## config.mk

```make
export PLATFORM = sky130hd
export DESIGN_NAME = tfir_cell
export DESIGN_NICKNAME = d
export VERILOG_FILES = /design/src/tfir_pkg.sv /design/src/tfir_cell.sv
export SDC_FILE = /design/constraint.sdc
export NUM_CORES = 1
export LEC_CHECK = 0
export BUFFER_PORTS_ARGS = -buffer_cell sky130_fd_sc_hd__buf_2
export CORE_ASPECT_RATIO = 0.7
export CORE_MARGIN = 5
export CORE_UTILIZATION = 37
export DETAILED_ROUTE_END_ITERATION = 8
export HOLD_SLACK_MARGIN = 0.12
export PLACE_DENSITY = 0.75
export SYNTH_ARGS = -nofsm -noshare
export SYNTH_HDL_FRONTEND = slang
export SYNTH_SLANG_ARGS = --single-unit
```

## constraint.sdc

```tcl
create_clock -name clk -period 0.8 [get_ports clk]
set_clock_uncertainty 0.1 [all_clocks]
set_input_delay 0.08 -clock clk [delete_from_list [all_inputs] [get_ports clk]]
set_output_delay 0.08 -clock clk [all_outputs]
set_load 0.02 [all_outputs]
```

## src/tfir_pkg.sv

```systemverilog
`timescale 1ns / 1ps
`default_nettype none
// ----------------------------------------------------------------------------
// tfir_pkg: shared types and constants for the transposed-form FIR filter
// Item structs, datapath widths and the fixed coefficient table.
// ----------------------------------------------------------------------------
package tfir_pkg;

	localparam int unsigned SAMPLE_W   = 32;
	localparam int unsigned COEF_W     = 16;
	localparam int unsigned ACC_W      = 48;
	localparam int unsigned OUT_LSB    = 16;
	localparam int unsigned OUT_W      = 32;
	localparam int unsigned COEF_COUNT = 73;
	localparam int unsigned COEF_IDX_W = 7;

	localparam logic signed [COEF_W-1:0] COEF_TABLE [COEF_COUNT] = '{
		-16'sd137, -16'sd73, 16'sd139, 16'sd210, 16'sd384, 16'sd339, 16'sd263, 16'sd69,
		-16'sd15, 16'sd0, 16'sd177, 16'sd352, 16'sd424, 16'sd275, -16'sd20, -16'sd318,
		-16'sd420, -16'sd273, 16'sd21, 16'sd211, 16'sd86, -16'sd387, -16'sd991,
		-16'sd1380, -16'sd1294, -16'sd772, -16'sd175, -16'sd6, -16'sd582, -16'sd1761,
		-16'sd2918, -16'sd3223, -16'sd2086, 16'sd449, 16'sd3620, 16'sd6243, 16'sd7258,
		16'sd6243, 16'sd3620, 16'sd449, -16'sd2086, -16'sd3223, -16'sd2918, -16'sd1761,
		-16'sd582, -16'sd6, -16'sd175, -16'sd772, -16'sd1294, -16'sd1380, -16'sd991,
		-16'sd387, 16'sd86, 16'sd211, 16'sd21, -16'sd273, -16'sd420, -16'sd318, -16'sd20,
		16'sd275, 16'sd424, 16'sd352, 16'sd177, 16'sd0, -16'sd15, 16'sd69, 16'sd263,
		16'sd339, 16'sd384, 16'sd210, 16'sd139, -16'sd73, -16'sd137
	};

	typedef struct packed {
		logic signed [SAMPLE_W-1:0] sample;
		logic                       end_of_frame;
	} tfir_in_t;

	typedef struct packed {
		logic signed [OUT_W-1:0] filtered;
		logic                    end_of_frame_out;
	} tfir_out_t;

	// per-cell controls, common to the whole row
	typedef struct packed {
		logic prod_en;
		logic ps_en;
		logic ps_clr;
	} tfir_ctl_t;

	// taps past the end of the table get a zero coefficient
	function automatic logic signed [COEF_W-1:0] tfir_coef(input int unsigned tap);
		logic signed [COEF_W-1:0] c;
		c = '0;
		if (tap < COEF_COUNT) begin
			c = COEF_TABLE[tap[COEF_IDX_W-1:0]];
		end
		return c;
	endfunction

endpackage
`default_nettype wire

```

## src/tfir_cell.sv

```systemverilog
`timescale 1ns / 1ps
`default_nettype none
// ----------------------------------------------------------------------------
// tfir_cell: one tap of the transposed-form FIR
// Registers coefficient times sample, and holds the partial sum handed in
// from the neighbor further down the chain.
// ----------------------------------------------------------------------------
module tfir_cell
	import tfir_pkg::*;
#(
	parameter logic signed [COEF_W-1:0] COEF = '0
) (
	input  wire logic                       clk,
	input  wire logic                       arst_n,
	input  wire tfir_ctl_t                  ctl,
	input  wire logic signed [SAMPLE_W-1:0] x,
	input  wire logic        [ACC_W-1:0]    sum_in,
	output      logic        [ACC_W-1:0]    sum_out
);

	logic signed [ACC_W-1:0] product;
	logic        [ACC_W-1:0] prod_s2;
	logic        [ACC_W-1:0] ps_q;

	// 32x16 signed, exact in 48 bits
	assign product = ACC_W'(x) * ACC_W'(COEF);

	always_ff @(posedge clk) begin
		if (ctl.prod_en) begin
			prod_s2 <= product;
		end
	end

	always_ff @(posedge clk or negedge arst_n) begin
		if (!arst_n) begin
			ps_q <= '0;
		end else if (ctl.ps_clr) begin
			ps_q <= '0;
		end else if (ctl.ps_en) begin
			ps_q <= sum_in;
		end
	end

	assign sum_out = ps_q + prod_s2;

endmodule
`default_nettype wire

```

==> results.md, run 1 <==
- Of the total power, the share spent switching nets is 0.2563.
- For the pin with the worst max-slew slack, the measured transition is 0.2484 ns.
- The routed wire length is 4837 um.
- Power spread over the standard cell area amounts to 1676 mW/mm2.
- The final-report hold violation count is 48.
- The antenna diode instance count is 0.
- For this run, the slowest stage of the critical path takes 0.43 ns.
- The slowest stage of the critical path belongs to the cell dfrtp_2.
- From synthesis to final layout, the design area changed by 57.43%.
- The average instance in the mapped netlist occupies 12.71 um2.
- Synthesis instantiated 8 different standard cells from the library.
- The clock tree from TritonCTS is yes.
- For this configuration, the core starts out at a cell density of 0.3785.
- The CTS H-tree depth is 2.
- Measured against its own limit, the worst slew margin works out to 0.8344.
- The detailed placement HPWL is 3237 um.
- The number of hold buffers added after CTS is 1.
- In the post-route analysis, the smallest setup slack over all paths is -0.2278 ns.
- The synthesized area is 0.001969 mm2.
- At the placement stage, the worst setup path has a slack of -0.1793 ns.
- Of the total synthesized cell area, the portion taken by XOR and XNOR cells is 0.
- The post-synthesis share of cell area spent on full adders, half adders and majority gates is 0.
- By startpoint and endpoint, the worst setup path is classified as reg2out.
- The run finished, with violations left.
- Max-cap violations in this run came to 0.
- The final reports fail on negative hold slack, negative setup slack.
- The cell type with the highest aggregate area in the netlist is dfrtp_1.
- The later pin in the worst-skew pair is clocked with a latency of 0.28 ns.
- In this run the vertical extent of the chip is 71.04 um.
- Across all layers, the routed design uses 1558 vias.
- Clock-pin slew was measured on the worst setup and hold paths at 0.08 ns.
- Across every metal layer, demand over resource in global routing totals 0.1395.
- The total buffers and inverters traversed by the critical path is 1.
- The number of flip-flops in the largest register is 48.
- The register with the most flip-flops is ps_q.
- Ranked by total cell area, the synthesized netlist is headed by dfrtp_1 (61%), mux2i_1 (24%), nor2_1 (9.1%), buf_12 (3.0%), buf_4 (0.76%).
- The largest registers in the layout are ps_q x48.
- The dominant combinational cell family by area after synthesis is multiplexers.
- The share of total power dissipated in sequential elements is 0.516.
- The top-level I/O count is 133.
- The critical path goes through buf_6.
- After detailed routing, the average wire length per cell comes to 14.18 um.
- In this run the standard cell core region covers 0.005202 mm2.
- The commonest cells after synthesis are dfrtp_1 (48), mux2i_1 (48), nor2_1 (48).
- Counting flops with a built-in enable in the synthesized netlist gives 0.
- For this run the aggregate overflow at the end of global routing stands at 0.
- The net count of the finished layout is 353.
- STA classifies the critical path endpoint as a primary output.
- The number of slew-limit violations in the final report was 0.
- The largest net degree at the start of global routing is 49.
- The first-iteration detailed-routing DRC count is 17.
- The part of the power in combinational logic is 0.212.
- The residual DRC count is 0.
- The count of final setup violators is 79.
- Setup repair after global routing could not meet its margin everywhere.
- The mux cell area share after synthesis is 0.2440.
- The kind of cell with the highest combined delay along the critical path is flip-flops.
- The kind of path behind the tightest hold check is in2reg.
- The routed design could run at a clock period as short as 1.028 ns.
- The arrival time at the worst endpoint is 0.85 ns.
- Of the total synthesized cell area, the portion taken by AND, OR, NAND and NOR gates is 0.09149.
- The critical path launch point type is a flop.
- The share of total power dissipated in the clock network is 0.272.
- When the netlist entered floorplanning its net count stood at 240.
- In this run, synthesis produced a sequential element count of 48.
- The peak supply drop is 924.0 uV.
- The utilization after layout is 0.5960.
- For this run, the leading register cell type out of synthesis is dfrtp_1.
- In the final layout, the share of cells above drive strength 1 is 0.5613.
- The per-cell via count in the routed design is 4.569.
- Data on the critical path is required at its endpoint by 0.62 ns.
- In this run the remaining antenna-violating nets after routing total 0.
- The proportion of synthesized flip-flops having asynchronous set or reset is 1.000.
- The cell count after synthesis came out at 155.
- The floorplan has 22 rows.
- The count of buffers inserted at the top-level ports is 99.
- Of the available clock period, the critical path in the final layout requires 1.285.
- The floorplan step set the die width to 97.20 um.
- For this design the static power due to leakage is 1.623 nW.
- No sink is reached through more buffers than the 2 on the longest clock path.
- Of the synthesized area, sequential elements account for 0.6099.
- The floorplan step defined a die boundary enclosing 0.006905 mm2.
- The maximum fanout along the worst path is 2.
- The via count of the first global-routing pass is 1687.
- The number of antenna violations at the first check in global routing is 0.
- In this run, CTS created clock tree buffers numbering 5.
- The first detailed-routing pass took 5 iterations.
- The global placement routability congestion is 0.7036.
- For this design, the sink count on the clock tree is 48.
- In this run the power spent charging and discharging nets is 1.332 mW.
- The number of warnings printed during yosys synthesis is 0.
- The complex-gate fraction of the synthesized area is 0.
- The tightest hold path in the finished design has a slack of -0.06675 ns.
- The achievable clock frequency is 973.0 MHz.
- The internal power summed over all cells is 3.864 mW.
- For flop-to-flop paths, the worst setup slack is -0.14 ns.
- The cell at the root of the clock tree is clkbuf_8.
- The area share of the leading cell type in the synthesized netlist is 0.6099.
- The first global-routing pass estimated 7900 um of wire.
[layout make-up]
cell class	count	area [um2]
Clock buffer	8	90.09
Fill cell	436	2102
Multi-Input combinational cell	96	664.4
Sequential cell	48	1236
Tap cell	72	90.09
Timing Repair Buffer	117	1020
[cells by family (layout without fill, tap and decap cells)]
kind of cell,after synthesis,count (layout)
muxes,48,48
and+or+nand+nor,48,48
DFF,48,48
buffers and inverters,11,125
[worst paths after layout]
path | startpoint | end | cells past startpoint
max | ps_q[47]$_DFFE_PN0P_ | sum_out[47] | 1
min | sum_in[15] | ps_q[15]$_DFFE_PN0P_ | 3
max reg2reg | ps_q[6]$_DFFE_PN0P_ | ps_q[6]$_DFFE_PN0P_ | 3
min reg2reg | ps_q[21]$_DFFE_PN0P_ | ps_q[21]$_DFFE_PN0P_ | 2
max in group asynchronous | arst_n | ps_q[45]$_DFFE_PN0P_ | 3
min in group asynchronous | arst_n | ps_q[36]$_DFFE_PN0P_ | 3
[per-stage QoR]
stage	std cells	area [um2]	power (mW)	TNS, ns
after floorplan	155	2004	3.191	-2.106
after global placement	322	2610	3.563	-5.549
after detailed placement	322	2610	3.586	-7.033
after CTS	335	3044	5.253	-11.64
after global routing	341	3100	5.483	-15.20
final	341	3100	5.196	-11.49
[metal layers]
layer / global-route usage / wire, um / vias up / share of wire
met3: 0.04335 / 305 / 5 / 0.063
met2: 0.2485 / 2505 / 54 / 0.52
met5: 0 / 0 / - / 0
met4: 0.03271 / 25 / 0 / 0.0052
li1: - / - / 734 / -
met1: 0.1666 / 2000 / 765 / 0.41
[what timing repair did]
action / 4_1_cts / 5_1_grt
pin swaps: 1 / 8
resized for setup: 97 / 3
hold endpoints to repair: 96 / 48
setup buffers: 4 / 6
endpoints found under the setup margin: 61 / 96
[power by group through the flow]
stage	logic (mW)	clock network, mW	registers [mW]
finish	1.10	1.42	2.68
global route	1.19	1.59	2.70
CTS	1.08	1.50	2.68
detailed placement	0.897	0	2.69
global placement	0.877	0	2.69
floorplan	0.326	0	2.86
[cells in the final DEF (no fill, tap or decap)]
cell / n
mux2i_2: 1
buf_12: 6
clkbuf_1: 2
dfrtp_1: 20
buf_4: 8
buf_6: 51
nor2_1: 48
clkbuf_8: 6
dlygate4sd3_1: 1
dfrtp_2: 28
mux2i_1: 47
buf_2: 51
No activity file was read; power rests on OpenSTA's default activity.
==> run 2, diff against run 1 <==
--- a/config.mk
+++ b/config.mk
@@ -7,7 +7,7 @@
 export LEC_CHECK = 0
 export BUFFER_PORTS_ARGS = -buffer_cell sky130_fd_sc_hd__buf_2
 export CORE_ASPECT_RATIO = 0.7
-export CORE_MARGIN = 5
+export CORE_MARGIN = 1
 export CORE_UTILIZATION = 37
 export DETAILED_ROUTE_END_ITERATION = 8
 export HOLD_SLACK_MARGIN = 0.12
==> run 2 against run 1 <==
- critical path depth unchanged
- fmax down 0.58%
- critical endpoint is now sum_out[13]
- sequential share of layout area is 0.23 points higher
- non-clock buffer count shrank 2
- register-to-register slack got worse by 0.02 ns
- routed wire length is 9.9% lower
- the run still ends with negative hold slack, negative setup slack left
- highest routed layer unchanged
==> results.md, run 2 (synthesis gave the netlist of run 1 again) <==
- The count of vias placed by the detailed router is 1527 (-2.0%).
- The count of buffers inserted at the top-level ports is 99 (unchanged).
- The per-cell via count in the routed design came to 4.545 (-0.53%).
- The number of slew-limit violations in the final report was 0 (unchanged).
- The top-level I/O count is 133 (unchanged).
- The kind of path behind the tightest hold check is in2reg.
- The largest registers in the layout are ps_q x48.
- The placeable core region is 0.004940 mm2 (-5.1%).
- The final instance area is 0.003083 mm2 (-0.56%).
- The CTS H-tree depth is 2 (unchanged).
- Setup repair after global routing could not meet its margin everywhere.
- The global route total overflow is 0 (unchanged).
- The net count reported at finish is 351 (-0.57%).
- The number of filler instances in the final layout is 420 (-3.7%).
- The global placement routability congestion is 0.6922 (-1.6%).
- The count of TritonRoute iterations in the first routing pass came to 3 (-2).
- The switching power of the nets is 1.362 mW (+2.3%).
- The internal power summed over all cells is 4.072 mW (+5.4%).
- The flow ran to the end, but the final reports show violations.
- The slowest library cell on the worst path is dfrtp_2.
- The largest net degree at the start of global routing is 30 (-39%).
- The global-route usage over all layers is 0.1662 (+0.02666).
- The count of final setup violators was 69 (-13%).
- The peak supply drop was 807.4 uV (-13%).
- The minimum period implied by the final worst setup slack is 1.034 ns (+0.006021 ns).
- The clock latency on the worst-skew pair is 0.29 ns (about the same).
- The overall power consumption was 5.434 mW (+4.6%).
- The area occupied by registers is 0.001236 mm2 (unchanged).
- The cell at the root of the clock tree is clkbuf_8.
- The total negative slack was -11.40 ns (+0.08240 ns).
- The power per standard cell area came to 1763 mW/mm2 (+5.2%).
- The checks that failed: negative hold slack, negative setup slack.
- The required time of the critical path came to 0.62 ns (about the same).
- The global-route wire length before repair is 7107 um (-10%).
- The final-report hold violation count is 48 (unchanged).
- The routed wirelength normalized by instance count is 12.96 um (-8.6%).
- The worst slack on hold paths is -0.07037 ns (-0.003617 ns).
- The first-iteration detailed-routing DRC count is 50 (+33).
- The buffer depth of the longest clock path came to 2 (unchanged).
- Among cell families on the critical path, the largest total delay comes from flip-flops.
- The maximum fanout along the worst path is 2 (unchanged).
- The multi-input logic area is 660.6 um2 (-0.56%).
- The normalized max-slew margin is 0.8132 (-0.02121).
- The part of the power in combinational logic is 0.198 (-0.014).
- The clock tree from TritonCTS is yes.
- The number of cells in the finished layout apart from fillers was 336 (-1.5%).
- The routed wire length came to 4356 um (-9.9%).
- The cell count after placement is 318 (-1.2%).
- The leakage power figure is 1.620 nW (-0.20%).
- The number of buffers created by CTS is 5 (unchanged).
- The antenna diode instance count is 0 (unchanged).
- The instance area after placement was 0.002586 mm2 (-0.91%).
- The achievable clock frequency is 967.3 MHz (-0.58%).
- The largest stage delay on the critical path was 0.43 ns (about the same).
- The total buffers and inverters traversed by the critical path was 1 (unchanged).
- The arrival time at the worst endpoint is 0.85 ns (about the same).
- The max-cap check violation count is 0 (unchanged).
- The floorplan die height is 63.04 um (-11%).
- The via count of the first global-routing pass came to 1521 (-9.8%).
- The worst setup path is launched from a flop.
- The post-route antenna net violation count is 0 (unchanged).
- In the layout the commonest cells are buf_2 (51), buf_6 (51), mux2i_1 (48), nor2_1 (48), dfrtp_2 (28).
- The residual DRC count came to 0 (unchanged).
- The number of flip-flops in the largest register was 48 (unchanged).
- The area of the die is 0.005623 mm2 (-19%).
- The share of total power in the clock network is 0.309 (+0.037).
- The clock-pin slew on the worst setup and hold paths was 0.09 ns (about the same).
- The part of the cycle the worst path needs came to 1.292 (+0.007526).
- The switching share of total power is 0.2507 (-0.005665).
- The number of hold buffers added after CTS is 1 (unchanged).
- The kind of end point of the critical path is a primary output.
- The sequential cell fraction of total power is 0.493 (-0.023).
- The CTS sink count is 48 (unchanged).
- The critical path is of the reg2out type.
- The number of antenna violations at the first check in global routing is 0 (unchanged).
- The detailed placement HPWL is 2834 um (-12%).
- Traced cell by cell, the critical path runs through buf_6.
- The transition time at the pin with the least slew margin came to 0.2802 ns (+0.03182 ns).
- The area growth from synthesis to layout is 56.54%.
- The register with the most flip-flops in the final layout is ps_q.
- The die width is 89.20 um (-8.2%).
- The post-layout worst setup margin is -0.2338 ns (-0.006021 ns).
- The fraction of layout instances using a drive strength above 1 is 0.5581 (-0.003286).
- The count of standard-cell rows came to 21 (-4.5%).
- The initial cell density of the core is 0.3987 (+0.02014).
[run 2: final cells by class]
type	count	share of cell area
clock inverters	2	0.01136
flip-flops and latches	48	0.4010
well taps	69	0.02800
multi-input cells	96	0.2143
clock buffers	6	0.02354
repair buffers	115	0.3218
[run 2: power groups by stage]
stage | clock [mW] | sequential (mW) | combinational [mW]
6_report | 1.68 | 2.68 | 1.08
5_1_grt | 1.86 | 2.69 | 1.17
4_1_cts | 1.75 | 2.68 | 1.06
3_5_place_dp | 0 | 2.69 | 0.875
3_3_place_gp | 0 | 2.69 | 0.856
2_1_floorplan | 0 | 2.86 | 0.326
[run 2: final timing paths]
check | cells after the start | endpoint | slack [ns] | start
max | 1 | sum_out[13] | -0.23 | ps_q[13]$_DFFE_PN0P_
max in group asynchronous | 3 | ps_q[23]$_DFFE_PN0P_ | 0.13 | arst_n
min reg2reg | 2 | ps_q[7]$_DFFE_PN0P_ | 0.44 | ps_q[7]$_DFFE_PN0P_
min in group asynchronous | 3 | ps_q[15]$_DFFE_PN0P_ | 0.17 | arst_n
max reg2reg | 3 | ps_q[29]$_DFFE_PN0P_ | -0.16 | ps_q[29]$_DFFE_PN0P_
min | 3 | ps_q[34]$_DFFE_PN0P_ | -0.07 | sum_in[34]
[run 2: metal layers]
layer,part of all wire,global-route usage,up-vias
met1,0.44,0.2055,742
met2,0.50,0.2863,54
met4,0.0018,0.03571,0
met5,0,0,-
met3,0.062,0.04756,2
li1,-,-,729
[run 2: metrics by stage]
stage / utilization / worst slack, ns
after global routing: 0.6241 / -0.2732
after floorplan: - / -0.06162
after CTS: 0.6158 / -0.2416
final: 0.6241 / -0.2338
after global placement: 0.5236 / -0.1457
after detailed placement: 0.5236 / -0.1725
[run 2: repair_timing]
item | CTS | global route
endpoints found under the setup margin | 54 | 96
pin swaps | 0 | 9
hold endpoints to repair | 96 | 48
gates resized for setup | 96 | 3
setup buffers | 5 | 4
